`src/rtl/core/ap2lb_pkg.sv`:
```
`default_nettype none

package ap2lb_pkg;

  // Field geometry of the pixel word on the ports
  localparam int unsigned FIELD_W = 64;
  localparam int unsigned FIELDS  = 4;
  localparam int unsigned WORD_W  = FIELD_W * FIELDS;

  // Defaults for the top-level parameters
  localparam int unsigned MAX_SIDE_DEF = 48;
  localparam int unsigned PLANES_DEF   = 72;
  localparam int unsigned LANES_DEF    = 32;

  // Config port
  localparam int unsigned CFG_ADDR_W = 3;
  localparam int unsigned CFG_DATA_W = 32;
  localparam logic        REG_POOL_LEVEL = 1'b0;  // register index (paddr[2])

  // Pyramid levels
  localparam logic [1:0] LEVEL_OFF     = 2'd0;
  localparam logic [1:0] LEVEL_FULL    = 2'd1;
  localparam logic [1:0] LEVEL_HALF    = 2'd2;
  localparam logic [1:0] LEVEL_QUARTER = 2'd3;

  // Per-word control handed from the position tracker to the pooling stage
  typedef struct packed {
    logic wr_en;    // even row: word goes into the line store
    logic odd_row;  // odd row: word enters the pooling stage
    logic odd_col;
    logic last;     // final window of the run
  } pos_tag_t;

  // floor((a+b+c+d)/4) of four signed bytes, truncated to 8 bits
  function automatic logic [7:0] lane_avg(input logic [7:0] a, input logic [7:0] b,
                                          input logic [7:0] c, input logic [7:0] d);
    logic [9:0] s;
    s = {{2{a[7]}}, a} + {{2{b[7]}}, b} + {{2{c[7]}}, c} + {{2{d[7]}}, d};
    return s[9:2];
  endfunction

endpackage

`default_nettype wire

```
`src/rtl/core/ap2lb_ctrl.sv`:
```
`default_nettype none

module ap2lb_ctrl #(
  parameter int unsigned MAX_SIDE = ap2lb_pkg::MAX_SIDE_DEF,
  parameter int unsigned PLANES   = ap2lb_pkg::PLANES_DEF,
  localparam int unsigned AW = (MAX_SIDE > 1) ? $clog2(MAX_SIDE) : 1
) (
  input  wire logic                clk_i,
  input  wire logic                rst_ni,
  input  wire logic [1:0]          pool_level_i,
  input  wire logic                accept_i,
  output ap2lb_pkg::pos_tag_t      tag_o,
  output logic [AW-1:0]            col_o
);

  localparam int unsigned SW = $clog2(MAX_SIDE + 1);
  localparam int unsigned PW = (PLANES > 1) ? $clog2(PLANES) : 1;
  localparam logic [PW:0] PLANES_W = (PW + 1)'(PLANES);

  logic [SW-1:0] side;
  logic [SW-1:0] col_q, col_d, row_q, row_d, col_eff, row_eff, col_inc, row_inc;
  logic [PW-1:0] plane_q, plane_d, plane_eff;
  logic [PW:0]   plane_inc;
  logic          active;

  always_comb begin
    case (pool_level_i)
      ap2lb_pkg::LEVEL_FULL:    side = SW'(MAX_SIDE);
      ap2lb_pkg::LEVEL_HALF:    side = SW'(MAX_SIDE / 2);
      ap2lb_pkg::LEVEL_QUARTER: side = SW'(MAX_SIDE / 4);
      default:                  side = '0;
    endcase
  end

  assign active = (side != '0);

  // counters left out of range by a level change restart at zero
  assign col_eff   = (col_q >= side) ? '0 : col_q;
  assign row_eff   = (row_q >= side) ? '0 : row_q;
  assign plane_eff = ({1'b0, plane_q} >= PLANES_W) ? '0 : plane_q;

  assign col_inc   = col_eff + SW'(1);
  assign row_inc   = row_eff + SW'(1);
  assign plane_inc = {1'b0, plane_eff} + (PW + 1)'(1);

  always_comb begin
    col_d   = col_q;
    row_d   = row_q;
    plane_d = plane_q;
    if (accept_i && active) begin
      col_d   = col_eff;
      row_d   = row_eff;
      plane_d = plane_eff;
      if (col_inc == side) begin
        col_d = '0;
        if (row_inc == side) begin
          row_d   = '0;
          plane_d = (plane_inc == PLANES_W) ? '0 : plane_inc[PW-1:0];
        end else begin
          row_d = row_inc;
        end
      end else begin
        col_d = col_inc;
      end
    end
  end

  always_ff @(posedge clk_i or negedge rst_ni) begin
    if (!rst_ni) begin
      col_q   <= '0;
      row_q   <= '0;
      plane_q <= '0;
    end else begin
      col_q   <= col_d;
      row_q   <= row_d;
      plane_q <= plane_d;
    end
  end

  always_comb begin
    tag_o.wr_en   = active && !row_eff[0];
    tag_o.odd_row = active && row_eff[0];
    tag_o.odd_col = col_eff[0];
    tag_o.last    = ({1'b0, plane_eff} == PLANES_W - (PW + 1)'(1)) &&
                    ({1'b0, row_eff} + (SW + 1)'(2) >= {1'b0, side}) &&
                    ({1'b0, col_eff} + (SW + 1)'(2) >= {1'b0, side});
  end

  assign col_o = col_eff[AW-1:0];

endmodule

`default_nettype wire

```
`config.mk`:
```
export PLATFORM = sky130hd
export DESIGN_NAME = ap2lb_ctrl
export DESIGN_NICKNAME = d
export VERILOG_FILES = /design/src/rtl/core/ap2lb_pkg.sv /design/src/rtl/core/ap2lb_ctrl.sv
export SDC_FILE = /design/constraint.sdc
export NUM_CORES = 1
export LEC_CHECK = 0
export BUFFER_PORTS_ARGS = -buffer_cell sky130_fd_sc_hd__buf_4
export CORE_ASPECT_RATIO = 1.75
export CORE_UTILIZATION = 30
export DETAILED_ROUTE_END_ITERATION = 8
export PLACE_DENSITY = 0.43
export SLEW_MARGIN = 10
export SYNTH_ARGS = -nofsm -noshare
export SYNTH_HDL_FRONTEND = slang
export SYNTH_SLANG_ARGS = --single-unit
```
`constraint.sdc`:
```
create_clock -name clk_i -period 7.7 [get_ports clk_i]
set_input_delay 0.77 -clock clk_i [delete_from_list [all_inputs] [get_ports clk_i]]
set_output_delay 0.77 -clock clk_i [all_outputs]
set_load 0.005 [all_outputs]
```
==> results.cfg <==
[layout]
drive_above_1_share = 0.127
fillCellCount = 825
finalNetCount = 316
final_cell_mix = 27 x nand2_1, 27 x ha_1, 20 x nor2_1, 19 x dfrtp_1, 17 x inv_1
num_antenna_cells = 0
area_delta_synth_final_pct = 9.70

[clock_network]
clk_pin_slew_worst_paths_ns = 0.06
root_buffer = clkbuf_16
cts_setup_buffers = 0
cts_made_buffers = 3
htreeDepth = 1
clk_latency_ns = 0.25
cts_hold_buf = 0
cts_tree = done
cts.sinks = 19
ctsResizeCount = 0
clock_path_buffers = 2

[floorplan]
start_util = 0.307
num_io_pins = 15
rows = 42
die_area_mm2 = 0.00806
die_h_um = 118
die_x_um = 68.3
core_mm2 = 0.00751

[worst_setup_path]
crit_type = in2reg
worstPathArrival_ns = 6.21
startpoint_type = input port
path_max_fanout = 11
crit_path_top_delay_cell = nor3_1
path_cells = buf_4 -> ha_1 -> o21ba_2 -> inv_1 -> ha_1 -> nor4bb_1 -> o311a_4 -> nor2_1 -> nand2_1 -> inv_1 -> ha_1 -> and3_1 -> xnor2_1 -> o32ai_1 -> a22oi_4 -> nor3_1 -> o21ai_0 -> a32o_1
required_ns = 7.84
path_common_cell = ha_1
cpPeakStageDelay_ns = 0.96
worstSetupEndpointType = register

[global_routing]
grt_use_total = 0.185
antenna_found_initial = 0
first_global_vias = 2084
grt_max_degree = 24
grt_pass1_wl_um = 11200
grt.overflow.total = 0

[min_path]
min_path_type = in2async

[logic_synthesis]
synth-seq-cells = 19
yosysWarnings = 0
synth_area_mm2 = 0.00231
synthTopCellsByArea = dfrtp_1 21%, ha_1 15%, nand2_1 4.4%
synth_edf_count = 0
syn_nets = 312
synthArstFlopShare = 1.00
ys_seq_area_frac = 0.206
ys_types = 69
ys.flop_type = dfrtp_1
avgSynthCellArea_um2 = 8.24
syn_inst = 280
synth.top_cell.area_share = 0.206
yosysTopAreaCell = dfrtp_1

[timing]
maxSlewViolCount = 0
relSlewSlack = 0.222
finalHoldViolCount = 0
whs_ns = 0.387
tns_ns = 0
setup_viol = 0
clock-skew-final_ns = 0.00216
period_share = 0.788
tightest_slew_ns = 1.16
fmax_ghz = 0.165
rsz0062_at_grt = no
fin_crit_ns = 6.07

[drt]
route.detailed.drc = 0
wl_um = 6730
wl_per_cell_um = 18.1
avgViaCountPerCell = 5.64
vias = 2091
drt_iter0_markers = 61
ant_nets = 0
first_pass_iters = 4

[pwr]
vdd_drop_max_uv = 90.6
power_density_mw_per_mm2 = 218
p_leak_nw = 1.16

[place]
place.gp.congestion = 0.842
dp_hpwl_um = 5380
portBuffers = 14

[flow_run]
cap_viol_max_count = 0

[outcome]
status = finished clean
==> area by class of cell <==
cell class	instances	area (um2)	area share
repair buffers	15	113	0.0445
flip-flops and latches	19	475	0.188
clock buffers	3	75.1	0.0296
multi-input cells	228	1690	0.667
clock inverters	1	5.00	0.00198
inverters	17	63.8	0.0252
well taps	88	110	0.0435
==> metal layers <==
layer	GRT usage	up-vias	part of all wire
met1	0.205	1009	0.40
met4	0.0612	0	0.027
li1	-	1040	-
met3	0.0233	14	0.016
met2	0.341	28	0.56
met5	0	-	0
==> worst max-delay path, delay by kind of cell <==
kind | cells | cell delay [ns]
AOI/OAI and AO/OA | 6 | 1.93
xor gates and xnor gates | 1 | 0.09
adders and majority gates | 3 | 0.93
buffers and inverters | 3 | 0.50
and+or+nand+nor | 5 | 1.98
==> report_power, final <==
| part | switching [W] | total [W] | internal (W) |
|---|---|---|---|
| combinational | 0.000164 | 0.000298 | 0.000135 |
| clock | 0.0000386 | 0.000108 | 0.0000697 |
| sequential | 0.0000293 | 0.000145 | 0.000115 |
| total | 0.000232 | 0.000551 | 0.000319 |
==> registers in the layout (all words and copies together) (netlist names) <==
signal   flops
plane_q      7
col_q        6
row_q        6
==> per-stage QoR <==
step | worst slack (ns) | area [um2] | instances | total power (W) | util
after floorplan | 2.82 | 2310 | 280 | 0.000353 | -
after detailed placement | 1.35 | 2450 | 367 | 0.000450 | 0.326
final | 1.63 | 2530 | 371 | 0.000551 | 0.337
after global placement | 1.58 | 2450 | 367 | 0.000449 | 0.326
after global routing | 1.14 | 2530 | 371 | 0.000602 | 0.337
after CTS | 1.61 | 2530 | 371 | 0.000561 | 0.337
==> logic make-up after synthesis <==
kind of cell | Yosys count | share of synthesized area
AOI/OAI and AO/OA | 70 | 0.243
xor gates and xnor gates | 14 | 0.0591
adders and majority gates | 27 | 0.146
buffers and inverters | 33 | 0.0618
DFF | 19 | 0.206
muxes | 3 | 0.0152
and+or+nand+nor | 114 | 0.269
==> path summary, 6_finish.rpt <==
path | slack, ns | to | cells past startpoint | start
worst min-delay path | 0.39 | plane_q[2] | 1 | rst_ni
max in group asynchronous | 7.10 | col_q[2] | 1 | rst_ni
worst max-delay path | 1.63 | row_q[5] | 18 | pool_level_i[0]
worst max register to register | 2.44 | row_q[5] | 15 | col_q[2]
worst min register to register | 0.57 | plane_q[4] | 2 | plane_q[4]
min in group clk_i | 0.57 | plane_q[4] | 2 | plane_q[4]
==> Yosys cell counts (all sizes together), types with 3 or more instances <==
cell	instances
clkbuf	10
and3	7
a32oi	3
o21ai	13
buf	6
a21boi	6
and2	11
ha	27
a311o	3
nand4	4
and3b	3
o2111ai	3
nor3	9
nor2b	3
o31ai	5
o311ai	3
inv	17
nand2	27
xnor2	9
nand3	10
nor4	4
dfrtp	19
a21oi	6
xor2	4
nor2	20
nand2b	6
Power figures use the tool's default switching activity.
