File: config.mk
export PLATFORM = sky130hd
export DESIGN_NAME = ap2lb_pool
export DESIGN_NICKNAME = d
export VERILOG_FILES = /design/src/rtl/core/ap2lb_pkg.sv /design/src/rtl/core/ap2lb_pool.sv
export SDC_FILE = /design/constraint.sdc
export NUM_CORES = 2
export LEC_CHECK = 0
export CORE_AREA = 2 2 307 309
export DETAILED_ROUTE_END_ITERATION = 8
export DIE_AREA = 0 0 309 311
export DONT_BUFFER_PORTS = 1
export GPL_ROUTABILITY_DRIVEN = 0
export MAX_ROUTING_LAYER = met4
export PLACE_DENSITY = 0.79
export SETUP_SLACK_MARGIN = 0.5
export SYNTH_ARGS = -nofsm -noshare
export SYNTH_HDL_FRONTEND = slang
export SYNTH_SLANG_ARGS = --single-unit
File: constraint.sdc
create_clock -name clk_i -period 50 [get_ports clk_i]
set_clock_uncertainty 0.2 [all_clocks]
set_input_delay 10 -clock clk_i [delete_from_list [all_inputs] [get_ports clk_i]]
set_output_delay 10 -clock clk_i [all_outputs]
set_load 0.01 [all_outputs]
File: src/rtl/core/ap2lb_pkg.sv
`default_nettype none

package ap2lb_pkg;

  // Field geometry of the pixel word on the ports
  localparam int unsigned FIELD_W = 64;
  localparam int unsigned FIELDS  = 4;
  localparam int unsigned WORD_W  = FIELD_W * FIELDS;

  // Defaults for the top-level parameters
  localparam int unsigned MAX_SIDE_DEF = 48;
  localparam int unsigned PLANES_DEF   = 72;
  localparam int unsigned LANES_DEF    = 32;

  // Config port
  localparam int unsigned CFG_ADDR_W = 3;
  localparam int unsigned CFG_DATA_W = 32;
  localparam logic        REG_POOL_LEVEL = 1'b0;  // register index (paddr[2])

  // Pyramid levels
  localparam logic [1:0] LEVEL_OFF     = 2'd0;
  localparam logic [1:0] LEVEL_FULL    = 2'd1;
  localparam logic [1:0] LEVEL_HALF    = 2'd2;
  localparam logic [1:0] LEVEL_QUARTER = 2'd3;

  // Per-word control handed from the position tracker to the pooling stage
  typedef struct packed {
    logic wr_en;    // even row: word goes into the line store
    logic odd_row;  // odd row: word enters the pooling stage
    logic odd_col;
    logic last;     // final window of the run
  } pos_tag_t;

  // floor((a+b+c+d)/4) of four signed bytes, truncated to 8 bits
  function automatic logic [7:0] lane_avg(input logic [7:0] a, input logic [7:0] b,
                                          input logic [7:0] c, input logic [7:0] d);
    logic [9:0] s;
    s = {{2{a[7]}}, a} + {{2{b[7]}}, b} + {{2{c[7]}}, c} + {{2{d[7]}}, d};
    return s[9:2];
  endfunction

endpackage

`default_nettype wire

File: src/rtl/core/ap2lb_pool.sv
`default_nettype none

module ap2lb_pool #(
  parameter int unsigned LANES = ap2lb_pkg::LANES_DEF,
  localparam int unsigned DW   = 8 * LANES
) (
  input  wire logic                 clk_i,
  input  wire logic                 rst_ni,
  input  wire logic                 accept_i,
  input  wire ap2lb_pkg::pos_tag_t  tag_i,
  input  wire logic [DW-1:0]        pix_i,
  input  wire logic [DW-1:0]        upper_i,   // line store word, valid from the cycle after the read
  output logic                      ready_o,
  output logic                      out_valid_o,
  input  wire logic                 out_ready_i,
  output logic [DW-1:0]             win_avg_o,
  output logic                      out_last_o
);

  logic                s1_valid_q, s1_valid_d, s1_adv;
  ap2lb_pkg::pos_tag_t s1_tag_q;
  logic [DW-1:0]       s1_pix_q;
  logic [DW-1:0]       ul_q, held_q;      // upper-left and lower-left of the window
  logic                out_valid_q, out_valid_d, out_free;
  logic [DW-1:0]       win_avg_q, avg;
  logic                out_last_q;

  assign out_free   = !out_valid_q || out_ready_i;
  assign s1_adv     = s1_valid_q && (!s1_tag_q.odd_col || out_free);
  assign ready_o    = !s1_valid_q || s1_adv;
  assign s1_valid_d = (accept_i && tag_i.odd_row) ? 1'b1 : (s1_adv ? 1'b0 : s1_valid_q);

  always_comb begin
    for (int k = 0; k < LANES; k++) begin
      avg[8*k +: 8] = ap2lb_pkg::lane_avg(ul_q[8*k +: 8], upper_i[8*k +: 8],
                                          held_q[8*k +: 8], s1_pix_q[8*k +: 8]);
    end
  end

  always_comb begin
    out_valid_d = out_valid_q;
    if (s1_adv && s1_tag_q.odd_col) begin
      out_valid_d = 1'b1;
    end else if (out_ready_i) begin
      out_valid_d = 1'b0;
    end
  end

  always_ff @(posedge clk_i or negedge rst_ni) begin
    if (!rst_ni) begin
      s1_valid_q  <= 1'b0;
      out_valid_q <= 1'b0;
    end else begin
      s1_valid_q  <= s1_valid_d;
      out_valid_q <= out_valid_d;
    end
  end

  always_ff @(posedge clk_i) begin
    if (accept_i && tag_i.odd_row) begin
      s1_tag_q <= tag_i;
      s1_pix_q <= pix_i;
    end
    if (s1_adv && !s1_tag_q.odd_col) begin
      ul_q   <= upper_i;
      held_q <= s1_pix_q;
    end
    if (s1_adv && s1_tag_q.odd_col) begin
      win_avg_q  <= avg;
      out_last_q <= s1_tag_q.last;
    end
  end

  assign out_valid_o = out_valid_q;
  assign win_avg_o   = win_avg_q;
  assign out_last_o  = out_last_q;

endmodule

`default_nettype wire

==> results.txt <==
----------------------------------------------------
[Routing]
  Avg Vias per Cell ... 5.30
  Total via count in the routed design ... 29,800
  Wire length per cell after detailed routing ... 20.8 um
  Total routed wirelength ... 117,000 um
  Post-route DRC violation count ... 0
  First DRT Iteration DRCs ... 1,827
  1st-pass router iterations ... 5
  Number of antenna-violating nets in the routed design ... 0

[Critical path]
  Critical path's largest stage delay ... 0.27 ns
  Chain of cells forming the critical path ... nor2b_1 > nand3_1
  Capturing point of the worst reg2reg path ... win_avg_o[102]
  Reg2reg start ... out_valid_o
  Worst-path fanout max ... 3
  Startpoint Class ... input port
  Largest delay share family, worst path ... simple AND/OR/NAND/NOR gates
  Crit path required time ... 39.80 ns
  WP data arrival ... 10.52 ns
  Number of cells on the worst reg-to-reg path ... 5
  Count of buffer and inverter cells on the critical path ... 0
  Worst R2R Setup Slack ... 45.45 ns
  Kind of end point of the critical path ... primary output
  Category of the critical setup timing path ... input port to primary output
  Critical Path Slowest Stage Cell ... sky130_fd_sc_hd__nor2b_1

[Global routing]
  Antenna violations before repair ... 61
  Pin count of the biggest net entering global routing ... 140
  Tot GR Track Use ... 0.255
  First-pass GRT wire length ... 178,000 um
  Total congestion overflow ... 0
  Number of global-route vias before repair ... 32,000

[Synth]
  Largest family of logic cells by synthesized area ... adder cells
  Fraction of synthesis flops using an asynchronous set or reset pin ... 0.00194
  Avg Synthesized Cell Area ... 13.7 sq um
  Post-synth top area cell ... sky130_fd_sc_hd__edfxtp_1
  Syn Std Cell Area ... 56,300 sq um
  Post-synth top flop ... sky130_fd_sc_hd__edfxtp_1
  Count of cell types in the netlist ... 54
  Synth Net Count ... 5,397
  Register area share after synthesis ... 0.548
  Synth warnings ... 0
  Synthesized instance count ... 4,109
  Top area cells in the synthesized netlist ... sky130_fd_sc_hd__edfxtp_1 55%, sky130_fd_sc_hd__fa_1 19%, sky130_fd_sc_hd__inv_1 8.4%, sky130_fd_sc_hd__ha_1 5.0%, sky130_fd_sc_hd__xnor2_1 2.1%
  Compound-cell area share of the yosys netlist ... 0.0468
  Multiplexer fraction of the synthesized cell area ... 0.00160
  EDFF count, synth ... 1,027
  Area share of xor/xnor cells in the synthesized design ... 0.0336
  Post-synthesis share of cell area spent on full adders, half adders and majority gates ... 0.243
  Flip-flop and latch count after synthesis ... 1,029
  Share of Yosys cell area claimed by the top area cell type ... 0.548
  Synthesized-area fraction occupied by and/or/nand/nor cells ... 0.0430

[Place]
  Setup slack at placement ... 29.29 ns
  Number of port buffers ... 0
  Placed wire-length estimate after detailed placement ... 88,500 um

[Power and ir drop]
  P per Cell Area ... 42.0 nW/um^2
  Leakage ... 26.6 nW
  Worst IR drop on VDD ... 0.0000329 V

[Timing]
  Min Clock Period, post-route ... 20.72 ns
  Final hold violation count ... 0
  # setup viols final ... 0
  Measured slew at the worst slew-check pin ... 1.01 ns
  Worst hold slack after final layout ... 0.237 ns
  RSZ-0062 raised after global routing ... false
  Final WS setup ... 29.28 ns
  Relative slew slack ... 0.329
  Max-slew violation count ... 0
  Setup TNS ... 0 ns
  Portion of the clock cycle consumed by the worst path in the final layout ... 0.414
  Achievable clock frequency ... 48.3 MHz

[Die]
  Area of the core region ... 92,800 sq um
  Vert. Die Dim ... 311 um
  Initial Util ... 0.607
  Number of standard-cell rows in the floorplan ... 112
  Die footprint ... 96,100 sq um
  Die extent in x ... 309 um
  Count of boundary I/O pins ... 779

[Flow run]
  Count of max-cap constraint violations ... 0

[Layout]
  Area growth syn-to-layout ... 9.73%
  Leading cell type in the layout, fill and taps excluded ... sky130_fd_sc_hd__inv_1
  Proportion of layout cells with a drive suffix above 1 ... 0.0484
  # nets final ... 5,519
  Commonest non-fill, non-tap cells in the layout ... 1,252 x sky130_fd_sc_hd__inv_1, 1,027 x sky130_fd_sc_hd__edfxtp_1, 544 x sky130_fd_sc_hd__fa_1, 224 x sky130_fd_sc_hd__ha_1, 134 x sky130_fd_sc_hd__xnor2_1

[Hold path]
  Type of the most critical hold path ... flop to flop
  Worst hold path stage count ... 0
  Hold EP ... out_last_o
  Worst Min Path Start ... s1_tag_q[0]

[Clock network]
  Clock tree from TritonCTS ... yes
  Count of clock tree sinks ... 1,029
  Number of buffers inserted by hold repair at cts ... 0
  Longest Clk Path Bufs ... 3
  Worst-skew pair later-pin latency ... 0.69 ns
  Clock Pin Slew Worst Setup and Hold Paths ... 0.06 ns
  Post-CTS setup repair buffer count ... 0
  Cell at the root of the clock tree ... sky130_fd_sc_hd__clkbuf_16
  Number of buffers inserted during clock tree synthesis ... 107
  Post-cts repair resize count ... 0
  Maximum level of the CTS H-tree ... 3

[Run status]
  Run status ... finished, final reports clean

----------------------------------------------------
metrics by stage:
step | total power, W | area (sq um) | util | cells
detailed placement | 0.00178 | 58000 | 0.626 | 5376
floorplan | 0.00165 | 56300 | - | 4109
CTS | 0.00261 | 61700 | 0.665 | 5571
finish | 0.00260 | 61800 | 0.666 | 5629
global route | 0.00274 | 61800 | 0.666 | 5628
global placement | 0.00175 | 58000 | 0.626 | 5376
how the worst max path moves through the flow:
stage	startpoint	end	slack, ns	cells after the start
after floorplan	s1_tag_q[1]	held_q[0]	25.54	1
after global placement	out_ready_i	ready_o	29.30	2
after detailed placement	out_ready_i	ready_o	29.29	2
after CTS	out_ready_i	ready_o	29.29	2
after global routing	out_ready_i	ready_o	29.24	2
final	out_ready_i	ready_o	29.28	2
cell families (layout without fill, tap and decap cells):
logic type | Yosys count | count (layout)
AO/OA/AOI/OAI | 402 | 402
XOR/XNOR | 216 | 216
adder cells (fa/ha/maj) | 768 | 768
buffers and inverters | 1253 | 1461
flip-flops | 1029 | 1029
multiplexers | 9 | 9
other | 0 | 58
AND/OR/NAND/NOR | 432 | 432
synthesized netlist by cell type (13+ instances only):
cell type,n
sky130_fd_sc_hd__a211oi_1,15
sky130_fd_sc_hd__a21o_1,73
sky130_fd_sc_hd__a21oi_1,131
sky130_fd_sc_hd__and3_1,29
sky130_fd_sc_hd__edfxtp_1,1027
sky130_fd_sc_hd__fa_1,544
sky130_fd_sc_hd__ha_1,224
sky130_fd_sc_hd__inv_1,1253
sky130_fd_sc_hd__nand2_1,82
sky130_fd_sc_hd__nand2b_1,51
sky130_fd_sc_hd__nand4b_1,35
sky130_fd_sc_hd__nor2_1,98
sky130_fd_sc_hd__nor3_1,29
sky130_fd_sc_hd__nor4_1,18
sky130_fd_sc_hd__o21a_1,13
sky130_fd_sc_hd__o21ai_0,71
sky130_fd_sc_hd__o21bai_1,15
sky130_fd_sc_hd__o311ai_0,14
sky130_fd_sc_hd__or4_1,18
sky130_fd_sc_hd__xnor2_1,134
sky130_fd_sc_hd__xor2_1,82
registers in the layout (all words and copies together), names as in the netlist:
register / cells
held_q: 256
out_last_o: 1
out_valid_o: 1
ul_q: 256
s1_pix_q: 256
s1_valid_q: 1
s1_tag_q: 2
win_avg_o: 256
report_power, final:
group / internal, W / total, W / switching, W
Sequential: 0.00106 / 0.00111 / 0.0000465
Clock: 0.000487 / 0.000823 / 0.000336
Combinational: 0.000296 / 0.000666 / 0.000371
per-layer routing:
layer  share of wire  track usage  vias up
met3           0.081       0.0785      345
li1                -            -    13600
met5               0            -        -
met1            0.34        0.266    14900
met4           0.063        0.146        0
met2            0.51        0.425      921
final cells by class:
type | instances | area [sq um]
multi-input cells | 1827 | 20700
flip-flops and latches | 1029 | 30900
clock inverters | 71 | 838
well taps | 1254 | 1570
fillers | 6327 | 31000
repair buffers | 13 | 123
clock buffers | 124 | 2780
inverters | 1253 | 4710
diodes | 58 | 145
(Power assumes the default switching activity.)
